## config.mk

```make
export PLATFORM = sky130hd
export DESIGN_NAME = rational_arith_unit_core
export DESIGN_NICKNAME = d
export VERILOG_FILES = /design/src/hw/rtl/rau_pkg.sv /design/src/hw/rtl/rau_gcd.sv /design/src/hw/rtl/rau_div.sv /design/src/hw/rtl/rau_dp.sv /design/src/hw/rtl/rau_ctrl.sv /design/src/hw/rtl/rational_arith_unit_core.sv
export SDC_FILE = /design/constraint.sdc
export NUM_CORES = 2
export LEC_CHECK = 0
export BUFFER_PORTS_ARGS = -buffer_cell sky130_fd_sc_hd__buf_2
export CAP_MARGIN = 5
export CELL_PAD_IN_SITES_DETAIL_PLACEMENT = 1
export CELL_PAD_IN_SITES_GLOBAL_PLACEMENT = 2
export CORE_UTILIZATION = 45
export DETAILED_ROUTE_END_ITERATION = 10
export PLACE_DENSITY_LB_ADDON = 0.15
export SETUP_SLACK_MARGIN = 0.05
export SYNTH_ARGS = -nofsm -noshare
export SYNTH_HDL_FRONTEND = slang
export SYNTH_SLANG_ARGS = --single-unit
```

## constraint.sdc

```tcl
create_clock -name clk -period 19.15 [get_ports clk]
set_clock_uncertainty 0.15 [all_clocks]
set_input_delay 0.9575 -clock clk [delete_from_list [all_inputs] [get_ports clk]]
set_output_delay 0.9575 -clock clk [all_outputs]
set_load 0.01 [all_outputs]
```

## src/hw/rtl/rau_pkg.sv

```systemverilog
// Shared types, codes and constants for the rational arithmetic unit.
// No dependencies.
`default_nettype none

package rau_pkg;

  localparam int unsigned VALUE_WIDTH_DEF = 32;
  localparam int unsigned FIELD_W         = 32;
  localparam int unsigned FUNC_W          = 3;
  localparam int unsigned IN_DATA_W       = 136;
  localparam int unsigned OUT_DATA_W      = 72;

  // input tdata field offsets
  localparam int unsigned IN_A_NUM   = 0;
  localparam int unsigned IN_A_DEN   = 32;
  localparam int unsigned IN_A_VALID = 64;
  localparam int unsigned IN_B_NUM   = 65;
  localparam int unsigned IN_B_DEN   = 97;
  localparam int unsigned IN_B_VALID = 129;

  localparam int unsigned OUT_USED_W = 66;

  localparam logic [FUNC_W-1:0] FN_ADD  = 3'd0;
  localparam logic [FUNC_W-1:0] FN_SUB  = 3'd1;
  localparam logic [FUNC_W-1:0] FN_MUL  = 3'd2;
  localparam logic [FUNC_W-1:0] FN_DIV  = 3'd3;
  localparam logic [FUNC_W-1:0] FN_CMP  = 3'd4;
  localparam logic [FUNC_W-1:0] FN_NORM = 3'd5;

  // multiplier operand pairs
  localparam logic [3:0] MS_NA_QB = 4'd0;
  localparam logic [3:0] MS_NB_QA = 4'd1;
  localparam logic [3:0] MS_QA_DB = 4'd2;
  localparam logic [3:0] MS_DA_DB = 4'd3;
  localparam logic [3:0] MS_NA_NB = 4'd4;
  localparam logic [3:0] MS_DA_NB = 4'd5;
  localparam logic [3:0] MS_NA_DB = 4'd6;
  localparam logic [3:0] MS_CMP_L = 4'd7;
  localparam logic [3:0] MS_CMP_R = 4'd8;

  // destinations for the product register
  localparam logic [2:0] WD_NONE = 3'd0;
  localparam logic [2:0] WD_TA   = 3'd1;
  localparam logic [2:0] WD_N    = 3'd2;
  localparam logic [2:0] WD_D    = 3'd3;
  localparam logic [2:0] WD_NADD = 3'd4;
  localparam logic [2:0] WD_NSUB = 3'd5;
  localparam logic [2:0] WD_PL   = 3'd6;
  localparam logic [2:0] WD_ND_A = 3'd7;

  localparam logic [1:0] DS_DA = 2'd0;
  localparam logic [1:0] DS_DB = 2'd1;
  localparam logic [1:0] DS_N  = 2'd2;
  localparam logic [1:0] DS_D  = 2'd3;

  localparam logic [1:0] DD_QA = 2'd0;
  localparam logic [1:0] DD_QB = 2'd1;
  localparam logic [1:0] DD_MN = 2'd2;
  localparam logic [1:0] DD_MD = 2'd3;

  localparam logic GS_DEN = 1'b0;
  localparam logic GS_RES = 1'b1;

  localparam logic [1:0] KD_INV  = 2'd0;
  localparam logic [1:0] KD_FRAC = 2'd1;
  localparam logic [1:0] KD_CMP  = 2'd2;

  localparam logic [1:0] ORD_EQ = 2'b00;
  localparam logic [1:0] ORD_GT = 2'b01;
  localparam logic [1:0] ORD_LT = 2'b11;

  typedef struct packed {
    logic       load;
    logic       gcd_start;
    logic       gcd_src;
    logic       div_start;
    logic [1:0] div_src;
    logic       div_cap;
    logic [1:0] div_dst;
    logic       mul_en;
    logic [3:0] mul_sel;
    logic [2:0] wr_dst;
    logic       out_load;
    logic [1:0] out_kind;
  } cmd_t;

  typedef struct packed {
    logic a_ok;
    logic b_ok;
    logic nb_nz;
    logic d_zero;
    logic gcd_done;
    logic div_done;
  } sts_t;

endpackage

`default_nettype wire

```

## src/hw/rtl/rau_gcd.sv

```systemverilog
// Binary (Stein) gcd unit, one shift or subtract per cycle.
// Standalone; used by the datapath.
`default_nettype none

module rau_gcd #(
  parameter int unsigned W = 32
) (
  input  wire logic         clk,
  input  wire logic         rst_n,
  input  wire logic         start,
  input  wire logic [W-1:0] a,
  input  wire logic [W-1:0] b,
  output logic              done,
  output logic [W-1:0]      g
);
  localparam int unsigned KW = $clog2(W);

  logic [W-1:0]  a_r, b_r, g_r;
  logic [KW-1:0] k_r;
  logic          busy_r, done_r;

  always_ff @(posedge clk) begin
    if (!rst_n) begin
      busy_r <= 1'b0;
      done_r <= 1'b0;
    end else begin
      done_r <= 1'b0;
      if (start) begin
        a_r    <= a;
        b_r    <= b;
        k_r    <= '0;
        busy_r <= 1'b1;
      end else if (busy_r) begin
        if (a_r == '0) begin
          g_r    <= b_r << k_r;
          busy_r <= 1'b0;
          done_r <= 1'b1;
        end else if (b_r == '0) begin
          g_r    <= a_r << k_r;
          busy_r <= 1'b0;
          done_r <= 1'b1;
        end else if (!a_r[0] && !b_r[0]) begin
          a_r <= a_r >> 1;
          b_r <= b_r >> 1;
          k_r <= k_r + 1'b1;
        end else if (!a_r[0]) begin
          a_r <= a_r >> 1;
        end else if (!b_r[0]) begin
          b_r <= b_r >> 1;
        end else if (a_r >= b_r) begin
          a_r <= a_r - b_r;
        end else begin
          b_r <= b_r - a_r;
        end
      end
    end
  end

  assign done = done_r;
  assign g    = g_r;

endmodule

`default_nettype wire

```

## src/hw/rtl/rau_div.sv

```systemverilog
// Restoring unsigned divider, one quotient bit per cycle.
// Standalone; used by the datapath.
`default_nettype none

module rau_div #(
  parameter int unsigned W = 32
) (
  input  wire logic         clk,
  input  wire logic         rst_n,
  input  wire logic         start,
  input  wire logic [W-1:0] dividend,
  input  wire logic [W-1:0] divisor,
  output logic              done,
  output logic [W-1:0]      quot
);
  localparam int unsigned CW = $clog2(W + 1);

  logic [W-1:0]  rem_r, quo_r, dvs_r;
  logic [CW-1:0] cnt_r;
  logic          busy_r, done_r;
  logic [W:0]    sh, diff;

  assign sh   = {rem_r, quo_r[W-1]};
  assign diff = sh - {1'b0, dvs_r};

  always_ff @(posedge clk) begin
    if (!rst_n) begin
      busy_r <= 1'b0;
      done_r <= 1'b0;
    end else begin
      done_r <= 1'b0;
      if (start) begin
        rem_r  <= '0;
        quo_r  <= dividend;
        dvs_r  <= divisor;
        cnt_r  <= CW'(W);
        busy_r <= 1'b1;
      end else if (busy_r) begin
        if (!diff[W]) begin
          rem_r <= diff[W-1:0];
          quo_r <= {quo_r[W-2:0], 1'b1};
        end else begin
          rem_r <= sh[W-1:0];
          quo_r <= {quo_r[W-2:0], 1'b0};
        end
        cnt_r <= cnt_r - 1'b1;
        if (cnt_r == CW'(1)) begin
          busy_r <= 1'b0;
          done_r <= 1'b1;
        end
      end
    end
  end

  assign done = done_r;
  assign quot = quo_r;

endmodule

`default_nettype wire

```

## src/hw/rtl/rau_dp.sv

```systemverilog
// Datapath: operand registers, shared multiplier, gcd and divider units, result register.
// Depends on rau_pkg, rau_gcd and rau_div.
`default_nettype none

module rau_dp #(
  parameter int unsigned W = rau_pkg::VALUE_WIDTH_DEF
) (
  input  wire logic                            clk,
  input  wire logic                            rst_n,
  input  wire logic [rau_pkg::IN_DATA_W-1:0]   in_data,
  input  wire rau_pkg::cmd_t                   cmd,
  output rau_pkg::sts_t                        sts,
  output logic [rau_pkg::OUT_DATA_W-1:0]       out_data
);
  import rau_pkg::*;

  function automatic logic [W-1:0] f_abs(input logic [W-1:0] x);
    return x[W-1] ? (~x + 1'b1) : x;
  endfunction

  logic [W-1:0]   na_r, da_r, nb_r, db_r;
  logic           av_r, bv_r;
  logic [W-1:0]   qa_r, qb_r, ta_r, n_r, d_r, mn_r, md_r;
  logic [2*W-1:0] p_r, pl_r;

  logic [W-1:0]   gcd_a, gcd_b, g_w, dvd, q_w, opa, opb, rn;
  logic           gcd_done, div_done;
  logic           sa, sb, neg;
  logic [1:0]     order_w;

  logic [FIELD_W-1:0]   rnum_r;
  logic [FIELD_W-2:0]   rden_r;
  logic                 rval_r;
  logic [1:0]           rord_r;

  always_ff @(posedge clk) begin
    if (cmd.load) begin
      na_r <= in_data[IN_A_NUM +: W];
      da_r <= in_data[IN_A_DEN +: W];
      av_r <= in_data[IN_A_VALID];
      nb_r <= in_data[IN_B_NUM +: W];
      db_r <= in_data[IN_B_DEN +: W];
      bv_r <= in_data[IN_B_VALID];
    end
  end

  assign gcd_a = (cmd.gcd_src == GS_RES) ? f_abs(n_r) : f_abs(da_r);
  assign gcd_b = (cmd.gcd_src == GS_RES) ? f_abs(d_r) : f_abs(db_r);

  rau_gcd #(.W(W)) u_gcd (
    .clk   (clk),
    .rst_n (rst_n),
    .start (cmd.gcd_start),
    .a     (gcd_a),
    .b     (gcd_b),
    .done  (gcd_done),
    .g     (g_w)
  );

  always_comb begin
    case (cmd.div_src)
      DS_DA:   dvd = f_abs(da_r);
      DS_DB:   dvd = f_abs(db_r);
      DS_N:    dvd = f_abs(n_r);
      default: dvd = f_abs(d_r);
    endcase
  end

  rau_div #(.W(W)) u_div (
    .clk      (clk),
    .rst_n    (rst_n),
    .start    (cmd.div_start),
    .dividend (dvd),
    .divisor  (g_w),
    .done     (div_done),
    .quot     (q_w)
  );

  // quotients of the denominators take the sign back
  always_ff @(posedge clk) begin
    if (div_done && cmd.div_cap) begin
      case (cmd.div_dst)
        DD_QA:   qa_r <= da_r[W-1] ? (~q_w + 1'b1) : q_w;
        DD_QB:   qb_r <= db_r[W-1] ? (~q_w + 1'b1) : q_w;
        DD_MN:   mn_r <= q_w;
        default: md_r <= q_w;
      endcase
    end
  end

  always_comb begin
    case (cmd.mul_sel)
      MS_NA_QB: begin opa = na_r;        opb = qb_r;        end
      MS_NB_QA: begin opa = nb_r;        opb = qa_r;        end
      MS_QA_DB: begin opa = qa_r;        opb = db_r;        end
      MS_DA_DB: begin opa = da_r;        opb = db_r;        end
      MS_NA_NB: begin opa = na_r;        opb = nb_r;        end
      MS_DA_NB: begin opa = da_r;        opb = nb_r;        end
      MS_NA_DB: begin opa = na_r;        opb = db_r;        end
      MS_CMP_L: begin opa = f_abs(na_r); opb = f_abs(db_r); end
      default:  begin opa = f_abs(nb_r); opb = f_abs(da_r); end
    endcase
  end

  // low W bits of the unsigned product equal the wrapped signed product
  always_ff @(posedge clk) begin
    if (cmd.mul_en) begin
      p_r <= opa * opb;
    end
  end

  always_ff @(posedge clk) begin
    case (cmd.wr_dst)
      WD_TA:   ta_r <= p_r[W-1:0];
      WD_N:    n_r  <= p_r[W-1:0];
      WD_D:    d_r  <= p_r[W-1:0];
      WD_NADD: n_r  <= ta_r + p_r[W-1:0];
      WD_NSUB: n_r  <= ta_r - p_r[W-1:0];
      WD_PL:   pl_r <= p_r;
      WD_ND_A: begin
        n_r <= na_r;
        d_r <= da_r;
      end
      default: ;
    endcase
  end

  // exact compare of sign * magnitude products
  assign sa = (na_r[W-1] ^ da_r[W-1]) & (|na_r);
  assign sb = (nb_r[W-1] ^ db_r[W-1]) & (|nb_r);

  always_comb begin
    if (sa != sb) begin
      order_w = sa ? ORD_LT : ORD_GT;
    end else if (pl_r == p_r) begin
      order_w = ORD_EQ;
    end else if (sa ? (pl_r < p_r) : (pl_r > p_r)) begin
      order_w = ORD_GT;
    end else begin
      order_w = ORD_LT;
    end
  end

  assign neg = n_r[W-1] ^ d_r[W-1];
  assign rn  = neg ? (~mn_r + 1'b1) : mn_r;

  always_ff @(posedge clk) begin
    if (cmd.out_load) begin
      rnum_r <= '0;
      rden_r <= (FIELD_W-1)'(1);
      rval_r <= 1'b0;
      rord_r <= ORD_EQ;
      case (cmd.out_kind)
        KD_FRAC: begin
          // a denominator of 2^(W-1) cannot be made positive
          if (!md_r[W-1]) begin
            rnum_r <= FIELD_W'(signed'(rn));
            rden_r <= (FIELD_W-1)'(md_r);
            rval_r <= 1'b1;
          end
        end
        KD_CMP:  rord_r <= order_w;
        default: ;
      endcase
    end
  end

  assign out_data = {(OUT_DATA_W-OUT_USED_W)'(0), rord_r, rval_r, rden_r, rnum_r};

  assign sts.a_ok     = av_r & (|da_r);
  assign sts.b_ok     = bv_r & (|db_r);
  assign sts.nb_nz    = |nb_r;
  assign sts.d_zero   = ~(|d_r);
  assign sts.gcd_done = gcd_done;
  assign sts.div_done = div_done;

endmodule

`default_nettype wire

```

## src/hw/rtl/rau_ctrl.sv

```systemverilog
// Controller: sequences one item through the datapath and owns the handshakes.
// Depends on rau_pkg.
`default_nettype none

module rau_ctrl (
  input  wire logic                        clk,
  input  wire logic                        rst_n,
  input  wire logic                        in_fire,
  input  wire logic [rau_pkg::FUNC_W-1:0]  func,
  input  wire logic                        out_ready,
  input  wire rau_pkg::sts_t               sts,
  output logic                             in_ready,
  output logic                             out_valid,
  output rau_pkg::cmd_t                    cmd
);
  import rau_pkg::*;

  localparam logic [3:0] S_IDLE = 4'd0;
  localparam logic [3:0] S_DEC  = 4'd1;
  localparam logic [3:0] S_G1   = 4'd2;
  localparam logic [3:0] S_D1   = 4'd3;
  localparam logic [3:0] S_D2   = 4'd4;
  localparam logic [3:0] S_M1   = 4'd5;
  localparam logic [3:0] S_M2   = 4'd6;
  localparam logic [3:0] S_M3   = 4'd7;
  localparam logic [3:0] S_M4   = 4'd8;
  localparam logic [3:0] S_RED  = 4'd9;
  localparam logic [3:0] S_G2   = 4'd10;
  localparam logic [3:0] S_D3   = 4'd11;
  localparam logic [3:0] S_D4   = 4'd12;
  localparam logic [3:0] S_OUT  = 4'd13;

  logic [3:0]        state_r, state_nxt;
  logic [FUNC_W-1:0] func_r, func_nxt;
  logic [1:0]        kind_r, kind_nxt;
  logic              ov_r, ov_nxt;
  logic              is_addsub;

  assign is_addsub = (func_r == FN_ADD) || (func_r == FN_SUB);

  always_comb begin
    state_nxt = state_r;
    func_nxt  = func_r;
    kind_nxt  = kind_r;
    cmd       = '0;
    unique case (state_r)
      S_IDLE: begin
        if (in_fire) begin
          cmd.load  = 1'b1;
          func_nxt  = func;
          state_nxt = S_DEC;
        end
      end
      S_DEC: begin
        kind_nxt  = KD_INV;
        state_nxt = S_OUT;
        unique case (func_r) inside
          FN_ADD, FN_SUB: begin
            if (sts.a_ok && sts.b_ok) begin
              cmd.gcd_start = 1'b1;
              cmd.gcd_src   = GS_DEN;
              state_nxt     = S_G1;
            end
          end
          FN_MUL, FN_CMP: begin
            if (sts.a_ok && sts.b_ok) state_nxt = S_M1;
          end
          FN_DIV: begin
            if (sts.a_ok && sts.b_ok && sts.nb_nz) state_nxt = S_M1;
          end
          FN_NORM: begin
            if (sts.a_ok) begin
              cmd.wr_dst = WD_ND_A;
              state_nxt  = S_RED;
            end
          end
          default: ;
        endcase
      end
      S_G1: begin
        if (sts.gcd_done) begin
          cmd.div_start = 1'b1;
          cmd.div_src   = DS_DA;
          state_nxt     = S_D1;
        end
      end
      S_D1: begin
        cmd.div_cap = 1'b1;
        cmd.div_dst = DD_QA;
        if (sts.div_done) begin
          cmd.div_start = 1'b1;
          cmd.div_src   = DS_DB;
          state_nxt     = S_D2;
        end
      end
      S_D2: begin
        cmd.div_cap = 1'b1;
        cmd.div_dst = DD_QB;
        if (sts.div_done) state_nxt = S_M1;
      end
      S_M1: begin
        cmd.mul_en = 1'b1;
        if (is_addsub)             cmd.mul_sel = MS_NA_QB;
        else if (func_r == FN_MUL) cmd.mul_sel = MS_DA_DB;
        else if (func_r == FN_DIV) cmd.mul_sel = MS_DA_NB;
        else                       cmd.mul_sel = MS_CMP_L;
        state_nxt = S_M2;
      end
      S_M2: begin
        cmd.mul_en = 1'b1;
        if (is_addsub) begin
          cmd.wr_dst  = WD_TA;
          cmd.mul_sel = MS_NB_QA;
        end else if (func_r == FN_MUL) begin
          cmd.wr_dst  = WD_D;
          cmd.mul_sel = MS_NA_NB;
        end else if (func_r == FN_DIV) begin
          cmd.wr_dst  = WD_D;
          cmd.mul_sel = MS_NA_DB;
        end else begin
          cmd.wr_dst  = WD_PL;
          cmd.mul_sel = MS_CMP_R;
        end
        state_nxt = S_M3;
      end
      S_M3: begin
        if (is_addsub) begin
          cmd.wr_dst  = (func_r == FN_ADD) ? WD_NADD : WD_NSUB;
          cmd.mul_en  = 1'b1;
          cmd.mul_sel = MS_QA_DB;
          state_nxt   = S_M4;
        end else if (func_r == FN_CMP) begin
          kind_nxt  = KD_CMP;
          state_nxt = S_OUT;
        end else begin
          cmd.wr_dst = WD_N;
          state_nxt  = S_RED;
        end
      end
      S_M4: begin
        cmd.wr_dst = WD_D;
        state_nxt  = S_RED;
      end
      S_RED: begin
        if (sts.d_zero) begin
          kind_nxt  = KD_INV;
          state_nxt = S_OUT;
        end else begin
          cmd.gcd_start = 1'b1;
          cmd.gcd_src   = GS_RES;
          state_nxt     = S_G2;
        end
      end
      S_G2: begin
        if (sts.gcd_done) begin
          cmd.div_start = 1'b1;
          cmd.div_src   = DS_N;
          state_nxt     = S_D3;
        end
      end
      S_D3: begin
        cmd.div_cap = 1'b1;
        cmd.div_dst = DD_MN;
        if (sts.div_done) begin
          cmd.div_start = 1'b1;
          cmd.div_src   = DS_D;
          state_nxt     = S_D4;
        end
      end
      S_D4: begin
        cmd.div_cap = 1'b1;
        cmd.div_dst = DD_MD;
        if (sts.div_done) begin
          kind_nxt  = KD_FRAC;
          state_nxt = S_OUT;
        end
      end
      S_OUT: begin
        if (!ov_r || out_ready) begin
          cmd.out_load = 1'b1;
          cmd.out_kind = kind_r;
          state_nxt    = S_IDLE;
        end
      end
      default: state_nxt = S_IDLE;
    endcase
  end

  always_comb begin
    ov_nxt = ov_r & ~out_ready;
    if (cmd.out_load) ov_nxt = 1'b1;
  end

  always_ff @(posedge clk) begin
    if (!rst_n) begin
      state_r <= S_IDLE;
      ov_r    <= 1'b0;
      kind_r  <= KD_INV;
      func_r  <= FN_ADD;
    end else begin
      state_r <= state_nxt;
      ov_r    <= ov_nxt;
      kind_r  <= kind_nxt;
      func_r  <= func_nxt;
    end
  end

  assign in_ready  = (state_r == S_IDLE);
  assign out_valid = ov_r;

endmodule

`default_nettype wire

```

## src/hw/rtl/rational_arith_unit_core.sv

```systemverilog
// Top level of the rational arithmetic unit: controller plus datapath.
// Depends on rau_pkg, rau_ctrl and rau_dp.
//
// channel | dir | tdata                                | tuser
// in_     | in  | a_num a_den a_valid b_num b_den b_valid | func
// out_    | out | res_num res_den res_valid order         | -
//
// One item at a time. Add/subtract: two gcd passes and four divisions;
// multiply and divide: one gcd pass and two divisions; compare: neither.
// Most of the time goes to the gcd unit and the bit-serial divider.
// rst_n is synchronous, active low; no clearing pass.
// A new item is taken while a finished result waits at the output register.
`default_nettype none

module rational_arith_unit_core #(
  parameter int unsigned VALUE_WIDTH = rau_pkg::VALUE_WIDTH_DEF
) (
  input  wire logic                             clk,
  input  wire logic                             rst_n,
  // a_num[31:0] a_den[63:32] a_valid[64] b_num[96:65] b_den[128:97] b_valid[129]
  input  wire logic [rau_pkg::IN_DATA_W-1:0]    in_tdata,
  // func[2:0]
  input  wire logic [rau_pkg::FUNC_W-1:0]       in_tuser,
  input  wire logic                             in_tvalid,
  output logic                                  in_tready,
  // res_num[31:0] res_den[62:32] res_valid[63] order[65:64]
  output logic [rau_pkg::OUT_DATA_W-1:0]        out_tdata,
  output logic                                  out_tvalid,
  input  wire logic                             out_tready
);
  import rau_pkg::*;

  cmd_t cmd;
  sts_t sts;
  logic in_fire;

  assign in_fire = in_tvalid & in_tready;

  rau_ctrl u_ctrl (
    .clk       (clk),
    .rst_n     (rst_n),
    .in_fire   (in_fire),
    .func      (in_tuser),
    .out_ready (out_tready),
    .sts       (sts),
    .in_ready  (in_tready),
    .out_valid (out_tvalid),
    .cmd       (cmd)
  );

  rau_dp #(.W(VALUE_WIDTH)) u_dp (
    .clk      (clk),
    .rst_n    (rst_n),
    .in_data  (in_tdata),
    .cmd      (cmd),
    .sts      (sts),
    .out_data (out_tdata)
  );

endmodule

`default_nettype wire

```

==> out/qor.csv <==
metric,value,unit
outcome,finished clean,
ys_seq_elements,765,
gr-total-overflow,0,
hold_path_class,in2reg,
wl,326000,um
first_iter_violations,6234,
cts_root_buffer,clkbuf_16,
port_buffers,204,
clock_tree.buffer_depth,3,
antenna_left,0,
min_from,in_tdata[103],
fin_crit_sh,64.7,%
drc,0,
grtUsageTotal,36.7,%
synthArstFlopShare,0,%
core,174000,sq um
synth_area_per_cell,9.50,sq um
crit_fanout,35,
setup_violations,0,
holdWs,0.194,ns
synthCells,8344,
rr_worst_depth,30,
required,19.47,ns
clock_latency,0.79,ns
cts_buffers,93,
gp_congestion,0.972,
slew_headroom,9.88,%
finalInstanceArea,86400,sq um
synth_area_leaders,"edfxtp_1, fa_1, ha_1, inv_1, nor2_1",
start_util,45.4,%
die_area,178000,sq um
die_h,422,um
r2r_end,u_dp.p_r[59],
rsz0062_at_grt,false,
drv_slew,0,
dr.pass1.iters,8,
rows,153,
grt_max_degree,81,
cts.clk_slew.worst_paths,0.06,ns
worst_r2r_startpoint,u_ctrl.func_r[2],
synth_edf_count,751,
cts_resized,0,
area_growth,9.07,%
worstSetupStartpointType,register,
dp_hpwl,254000,um
synth_top_cell_area_share,28.5,%
tns,0,ns
cts.sinks,765,
synth-main-ff-cell,edfxtp_1,
crit_slowest_cell,a2111oi_1,
ys_warn_count,0,
vias,65800,
seq_area_frac_synth,28.8,%
via_per_inst,6.11,
slowest_delay,1.18,ns
grt_pass1_wl,477000,um
path_common_cell,fa_1,
ys_types,94,
cp-end-kind,register,
grt_pass1_vias,69600,
drv_cap,0,
critPathArrivalTime,12.71,ns
num-nets-final,9872,
max_freq,0.0807,GHz
grt_antenna_before_repair,23,
nFillCells,19800,
die_w,422,um
finalHoldViolations,0,
ios,217,
worstMarginPinSlew,1.35,ns
cts_hold_buf,0,
synth_top_area_cell,edfxtp_1,
ff2ff_setup_slack,6.75,ns
synth_area,79200,sq um
hold_end,u_dp.db_r[6],
worstSetupPathType,reg2reg,
hold-path-cell-count,1,
cts_setup_buffers,0,
drive_above_1_share,8.28,%
min_period,12.40,ns
place_area,83200,sq um
cts_tree,done,
wl_per_cell,30.3,um
h-tree-depth,3,
## cell usage in the layout (no fill, tap or decap), types with 22 or more instances in the layout
cell       count
a211oi_1      51
a21o_1       143
a21oi_1      400
a221o_1       32
a221oi_1      81
a22oi_1       29
a31oi_1       43
and2_1        58
and3_1        26
buf_2        204
buf_4        170
clkbuf_16     93
edfxtp_1     751
fa_1         900
ha_1         467
inv_1       1177
mux2i_1       98
nand2_1      859
nand2b_1     119
nand3_1       78
nand4_1       47
nor2_1       862
nor2b_1       58
nor3_1        74
nor4_1        35
o211ai_1      22
o21a_1        45
o21ai_0      343
o21bai_1      31
o22ai_1       61
o31a_1        24
o31ai_1       72
o41ai_1       28
or2_2         36
or3_1         69
or4_1         38
xnor2_1      246
xor2_1       177
## how the worst max path moves through the flow
stage	to	from	cells after the start
2_1_floorplan	u_dp.p_r[58]	u_ctrl.state_r[2]	34
3_3_place_gp	u_dp.p_r[48]	u_ctrl.state_r[2]	34
3_5_place_dp	u_dp.p_r[48]	u_ctrl.state_r[2]	34
4_1_cts	u_dp.p_r[48]	u_ctrl.state_r[2]	34
5_1_grt	u_dp.p_r[48]	u_ctrl.state_r[2]	34
6_report	u_dp.p_r[59]	u_ctrl.func_r[2]	30
## flip-flops by register name, indices dropped and copies added, names as in the netlist, 4 cells and up
| signal | cells |
|---|---|
| u_dp.pl_r | 64 |
| u_dp.d_r | 32 |
| u_dp.u_gcd.b_r | 32 |
| u_dp.db_r | 32 |
| u_dp.n_r | 32 |
| u_dp.p_r | 64 |
| u_ctrl.state_r | 4 |
| u_dp.u_gcd.g | 32 |
| u_dp.qb_r | 32 |
| u_dp.rden_r | 31 |
| u_dp.ta_r | 32 |
| u_dp.u_div.rem_r | 32 |
| u_dp.u_div.quot | 32 |
| u_dp.rnum_r | 32 |
| u_dp.md_r | 32 |
| u_dp.mn_r | 32 |
| u_dp.nb_r | 32 |
| u_dp.qa_r | 32 |
| u_dp.u_div.dvs_r | 32 |
| u_dp.na_r | 32 |
| u_dp.u_gcd.a_r | 32 |
| u_dp.da_r | 32 |
| u_dp.u_gcd.k_r | 5 |
| u_dp.u_div.cnt_r | 6 |
## critical path, delay by kind of cell, from the launching register on
kind            cells  cell delay (ns)
xor+xnor            1             0.17
fa+ha+maj           9             4.71
buf+inv             4             0.76
compound gates     10             3.88
flops               1             0.69
simple gates        6             1.66
## logic make-up after synthesis
family                   count (synthesis)  synth area share, %
AND/OR/NAND/NOR                       2432                 13.7
buffers and inverters                 1635                 7.82
AO/OA/AOI/OAI                         1599                 13.3
adder cells (fa/ha/maj)               1367                 30.1
flip-flops                             765                 28.8
XOR/XNOR                               425                 4.70
multiplexers                           120                 1.59
other                                    1              0.00473
## per-stage QoR
step                      instances  util, %  setup slack [ns]
after floorplan                8349        -              7.70
after global placement        10600     47.7              6.97
after detailed placement      10600     47.7              6.91
after CTS                     10800     49.6              6.82
after global routing          10800     49.6              6.31
final                         10800     49.6              6.75
## cell usage after synthesis, types with 15 or more instances
cell type / n
a211oi_1: 52
o221a_2: 15
o21a_1: 47
nor2_1: 873
clkbuf_1: 400
a22oi_1: 29
o41ai_1: 32
a222oi_1: 19
nor2b_1: 59
nand3_1: 79
o21ai_0: 351
buf_2: 20
o22ai_1: 63
nor3_1: 81
edfxtp_1: 751
a221o_1: 32
o221ai_1: 15
and2_1: 58
ha_1: 467
o31ai_1: 80
or4_1: 38
o21bai_1: 31
mux2_2: 19
nor4_1: 35
or3_1: 69
a221oi_1: 82
a21o_1: 143
a31oi_1: 45
inv_1: 1178
nand2b_1: 120
o31a_1: 24
nand2_1: 860
xnor2_1: 248
a21oi_1: 407
fa_1: 900
buf_1: 27
o211ai_1: 22
xor2_1: 177
nand4_1: 47
or2_2: 36
and3_1: 27
mux2i_1: 98
## layout make-up
cell class              instances  area (sq um)  share of cell area (%)
diodes                          5          12.5                  0.0145
clock buffers                 112          2440                    2.82
clock inverters                61           743                   0.860
inverters                    1179          4440                    5.13
multi-input cells            5949         50800                    58.7
flip-flops and latches        765         22800                    26.4
well taps                    2325          2910                    3.37
repair buffers                374          2300                    2.66
## metal layers
layer  GRT usage [%]  routed length [um]
met5               0                  75
met4            23.0               24400
met3            6.95               26000
met2            59.1              151000
met1            45.6              125000
Power is left out: the tool's default activity adds up to more than one toggle a clock period on the data nets, which glitch-free logic cannot reach.
